--- src/design/multilevel_feedback_queue_scheduler_core_assert.svh ---
// ------------------------------------------------------------------------
// multilevel feedback queue scheduler assertion macros
// concurrent checks that compile away when SYNTHESIS is set
// ------------------------------------------------------------------------
`ifndef MULTILEVEL_FEEDBACK_QUEUE_SCHEDULER_CORE_ASSERT_SVH
`define MULTILEVEL_FEEDBACK_QUEUE_SCHEDULER_CORE_ASSERT_SVH

`ifndef SYNTHESIS

// same-cycle implication
`define MLFQ_ASSERT_NOW(label, clk, rst, ante, cons) \
   label: assert property (@(posedge clk) disable iff (rst) (ante) |-> (cons)) \
      else $error("mlfq assertion failed");

// next-cycle implication
`define MLFQ_ASSERT_NEXT(label, clk, rst, ante, cons) \
   label: assert property (@(posedge clk) disable iff (rst) (ante) |=> (cons)) \
      else $error("mlfq assertion failed");

`else

`define MLFQ_ASSERT_NOW(label, clk, rst, ante, cons)
`define MLFQ_ASSERT_NEXT(label, clk, rst, ante, cons)

`endif

`endif

--- src/design/mlfq_pkg.sv ---
// ------------------------------------------------------------------------
// mlfq package
// shared widths, codes, control structs and helpers of the scheduler
// ------------------------------------------------------------------------
package mlfq_pkg;

   localparam int MaxJobs   = 16;
   localparam int MaxLevels = 8;
   localparam int JobW      = 4;
   localparam int LvlW      = 3;
   localparam int CntW      = 5;
   localparam int TimeW     = 32;
   localparam int BurstW    = 16;
   localparam int NlW       = 4;
   localparam int StatW     = 3;
   localparam int CsrIdxW   = 2;
   localparam int CsrDataW  = 16;

   // result status codes
   localparam logic [StatW-1:0] ST_ADDED   = 3'd0;
   localparam logic [StatW-1:0] ST_REJECT  = 3'd1;
   localparam logic [StatW-1:0] ST_SLICE   = 3'd2;
   localparam logic [StatW-1:0] ST_ADVANCE = 3'd3;
   localparam logic [StatW-1:0] ST_NOTHING = 3'd4;

   // register indexes
   localparam logic [CsrIdxW-1:0] CSR_QUANTUM   = 2'd0;
   localparam logic [CsrIdxW-1:0] CSR_THRESHOLD = 2'd1;
   localparam logic [CsrIdxW-1:0] CSR_LEVELS    = 2'd2;

   // request commands
   localparam logic CMD_ADD  = 1'b0;
   localparam logic CMD_STEP = 1'b1;

   typedef struct packed {
      logic [TimeW-1:0]  arrival;
      logic [BurstW-1:0] total;
      logic [BurstW-1:0] remaining;
      logic [TimeW-1:0]  first_start;
   } mlfq_job_type;

   // controller to datapath commands
   typedef struct packed {
      logic capture;
      logic add;
      logic decode;
      logic pop;
      logic run;
      logic admit;
      logic finish;
      logic load;
   } mlfq_cmd_type;

   // datapath to controller status
   typedef struct packed {
      logic is_step;
      logic found;
      logic pend_any;
      logic adv_jump;
      logic admit_ok;
      logic out_free;
   } mlfq_stat_type;

   function automatic logic [TimeW-1:0] sat_add(input logic [TimeW-1:0] a,
                                                input logic [TimeW-1:0] b);
      logic [TimeW:0] s;
      s = {1'b0, a} + {1'b0, b};
      return s[TimeW] ? {TimeW{1'b1}} : s[TimeW-1:0];
   endfunction

endpackage

--- src/design/mlfq_ctrl.sv ---
// ------------------------------------------------------------------------
// mlfq controller
// sequences one request at a time through decode, slice and admission
// ------------------------------------------------------------------------
module mlfq_ctrl import mlfq_pkg::*; (
   input  logic          clock,
   input  logic          reset,
   input  logic          req_valid,
   output logic          req_ready,
   input  mlfq_stat_type stat,
   output mlfq_cmd_type  cmd
);

   localparam logic [2:0] S_IDLE   = 3'd0;
   localparam logic [2:0] S_DECODE = 3'd1;
   localparam logic [2:0] S_POP    = 3'd2;
   localparam logic [2:0] S_RUN    = 3'd3;
   localparam logic [2:0] S_ADMIT  = 3'd4;
   localparam logic [2:0] S_FINISH = 3'd5;
   localparam logic [2:0] S_DONE   = 3'd6;

   logic [2:0] state_ff, state_in;
   logic       slice_ff, slice_in;

   assign req_ready = (state_ff == S_IDLE);

   // next state and commands
   always_comb begin
      state_in = state_ff;
      slice_in = slice_ff;
      cmd      = '0;
      unique case (state_ff)
         S_IDLE: begin
            if (req_valid) begin
               cmd.capture = 1'b1;
               state_in    = S_DECODE;
            end
         end
         S_DECODE: begin
            if (!stat.is_step) begin
               cmd.add  = 1'b1;
               state_in = S_DONE;
            end else begin
               cmd.decode = 1'b1;
               if (stat.found) begin
                  slice_in = 1'b1;
                  state_in = S_POP;
               end else if (stat.pend_any && stat.adv_jump) begin
                  slice_in = 1'b0;
                  state_in = S_ADMIT;
               end else begin
                  state_in = S_DONE;
               end
            end
         end
         S_POP: begin
            cmd.pop  = 1'b1;
            state_in = S_RUN;
         end
         S_RUN: begin
            cmd.run  = 1'b1;
            state_in = S_ADMIT;
         end
         S_ADMIT: begin
            cmd.admit = 1'b1;
            if (!stat.admit_ok) begin
               state_in = slice_ff ? S_FINISH : S_DONE;
            end
         end
         S_FINISH: begin
            cmd.finish = 1'b1;
            state_in   = S_DONE;
         end
         S_DONE: begin
            if (stat.out_free) begin
               cmd.load = 1'b1;
               state_in = S_IDLE;
            end
         end
         default: state_in = S_IDLE;
      endcase
   end

   always_ff @(posedge clock) begin
      if (reset) begin
         state_ff <= S_IDLE;
         slice_ff <= 1'b0;
      end else begin
         state_ff <= state_in;
         slice_ff <= slice_in;
      end
   end

endmodule

--- config.mk ---
export PLATFORM = sky130hd
export DESIGN_NAME = mlfq_ctrl
export DESIGN_NICKNAME = d
export VERILOG_FILES = /design/src/design/multilevel_feedback_queue_scheduler_core_assert.svh /design/src/design/mlfq_pkg.sv /design/src/design/mlfq_ctrl.sv
export SDC_FILE = /design/constraint.sdc
export NUM_CORES = 1
export LEC_CHECK = 0
export BUFFER_PORTS_ARGS = -buffer_cell sky130_fd_sc_hd__buf_2
export CORE_AREA = 2 2 39 41
export CTS_BUF_LIST = sky130_fd_sc_hd__clkbuf_16
export DETAILED_ROUTE_END_ITERATION = 10
export DIE_AREA = 0 0 41 43
export PLACE_DENSITY = 0.48
export RECOVER_POWER = 25
export SYNTH_ARGS = -nofsm -noshare
export SYNTH_HDL_FRONTEND = slang
export SYNTH_SLANG_ARGS = --single-unit
--- constraint.sdc ---
create_clock -name clock -period 2.3 [get_ports clock]
set_input_delay 0.46 -clock clock [delete_from_list [all_inputs] [get_ports clock]]
set_output_delay 0.46 -clock clock [all_outputs]
set_load 0.1 [all_outputs]
==> run summary <==
Run status = complete, no violations
DRT Pass-1 Iters = 2
Final wirelength = 752 µm
Width of the chip = 41 µm
Synth area leader = dfxtp_1
YS warnings = 0
Setup TNS = 0 ps
Final Util = 34.5%
First-pass GRT wire length = 1180 µm
Mean area per synthesized cell = 7.89 µm²
Slew Limit Headroom = 67.7%
Asr flop ratio synth = 0%
Detailed-route via count = 333
Crit path DAT = 1630 ps
Chip height = 43 µm
RSZ-0062 raised after global routing = false
H-tree depth = 1
Post-Syn Area = 308 µm²
TritonCTS Sinks = 4
Crit Path Max Fanout = 10
# IOs = 18
Final Hold Fails = 0
Netlist cell types = 23
Static Leak = 0.230 nW
Fin crit share = 91.1%
Sequential area share after synthesis = 26.0%
Worst skew pair latency = 220 ps
Synth top area cells = dfxtp_1, nor2b_1, o32ai_2
Die ar. = 1760 µm²
Initial antenna violation count = 0
Setup violations, final = 0
Post-synth EDFFs = 0
Synth top area share = 26.0%
Root Driver = clkbuf_16
Top_reg_cell synth = dfxtp_1
Critical path class = register to output pin
Vias in the first global route = 287
CTS resizes = 0
Cells after Synth = 39
Hold Path Class = primary input to register
Layout area overhead = 55.3%
Clk slew on worst S/H paths = 30 ps
Final #Nets = 67
TritonCTS clock tree = built
DRT iter0 DRCs = 2
IO Port Bufs = 17
Max VDD drop = 0.000399 V
CP required = 1840 ps
GRT overflow = 0
Clock Skew = 1.03 ps
Max-cap viol count = 0
Core area = 1380 µm²
Avg Vias per Cell = 4.63
Global Route Usage Sum = 10.5%
# rows = 14
Fmax = 477 MHz
Post-route ant nets = 0
Share of post-route cells with drive strength above 1 = 46.4%
DP HPWL = 583 µm
Pins Over Slew Limit = 0
Syn_nets = 48
CTS Buffer Depth = 2
Pwr dens = 1620 nW/µm²
Number of remaining DRC errors = 0
Largest net degree at the start of global routing = 14
Hold-fix buffers at CTS = 0
Crit path time final = 2090 ps
Num CTS Buffers = 3
# diodes = 0
Routed WL per cell = 10.4 µm
Starting density of the core = 22.2%
Worst Max-Slew Pin Slew = 487 ps
Setup bufs post-CTS = 0
Crit path capture type = output pin
GP Congestion = 0.631
Startpoint Class = register
Synthesized flop and latch total = 4
==> synthesized netlist by cell type (all sizes together) (2+ instances only) <==
library cell / number
a21oi: 3
buf: 3
dfxtp: 4
inv: 2
nand2: 2
nand3: 3
nor2: 3
nor2b: 3
nor3: 3
nor3b: 2
==> critical path: stages, from the launching register on <==
cell and delay [ps]:
dfxtp_1 480, or3b_1 420, nor2_2 80, buf_2 420
==> sequential cells by signal, summed over array words and instances, names as in the netlist <==
name,flops
slice_ff,1
state_ff,3
==> where the power goes <==
part	total [mW]	switching, mW	internal, mW
logic	0.381	0.301	0.0796
clock network	0.268	0.0466	0.222
registers	0.127	0.0407	0.0858
==> metrics by stage <==
step / instances / worst slack (ps) / hold WS, ps / power [mW] / instance area [µm²]
global placement: 69 / 442 / 529 / 0.515 / 408
floorplan: 39 / -749 / 488 / 0.471 / 323
global route: 72 / 97.1 / 482 / 0.819 / 478
CTS: 72 / 185 / 472 / 0.789 / 483
detailed placement: 69 / 422 / 532 / 0.514 / 408
finish: 72 / 205 / 470 / 0.776 / 478
==> area by class of cell <==
type,instances,area (µm²)
Sequential cell,4,80.1
Clock buffer,3,75.1
Timing Repair Buffer,17,85.1
Inverter,2,7.51
Fill cell,146,906
Tap cell,16,20.0
Multi-Input combinational cell,30,210
==> cell usage in the layout, fill, tap and decap left out, types with 2 or more instances in the layout <==
| cell | instances |
|---|---|
| a21oi_1 | 3 |
| buf_2 | 17 |
| clkbuf_16 | 3 |
| dfxtp_1 | 4 |
| inv_1 | 2 |
| nand2_1 | 2 |
| nand3_1 | 3 |
| nor2_1 | 2 |
| nor2b_1 | 2 |
| nor3_1 | 3 |
| nor3b_2 | 2 |
==> path summary, 6_finish.rpt <==
check                           cells past startpoint        start  slack (ps)           to
worst max-delay path                                3  state_ff[0]         210       cmd[6]
worst min-delay path                                2        reset         470     slice_ff
worst max register to register                      4  state_ff[0]         890  state_ff[1]
worst min register to register                      2     slice_ff         530  state_ff[0]
==> logic make-up (layout without fill, tap and decap cells) <==
| family | Yosys count | in the layout | synth area share (%) |
|---|---|---|---|
| AO/OA/AOI/OAI | 8 | 8 | 21.1 |
| buffers and inverters | 5 | 22 | 8.94 |
| flip-flops | 4 | 4 | 26.0 |
| AND/OR/NAND/NOR | 22 | 22 | 43.9 |
==> metal layers <==
metal	routed length, µm	global-route usage [%]
met5	0	0
met4	0	10.0
met3	28	4.71
met2	398	14.7
met1	325	10.9
Power figures use the tool's default switching activity.
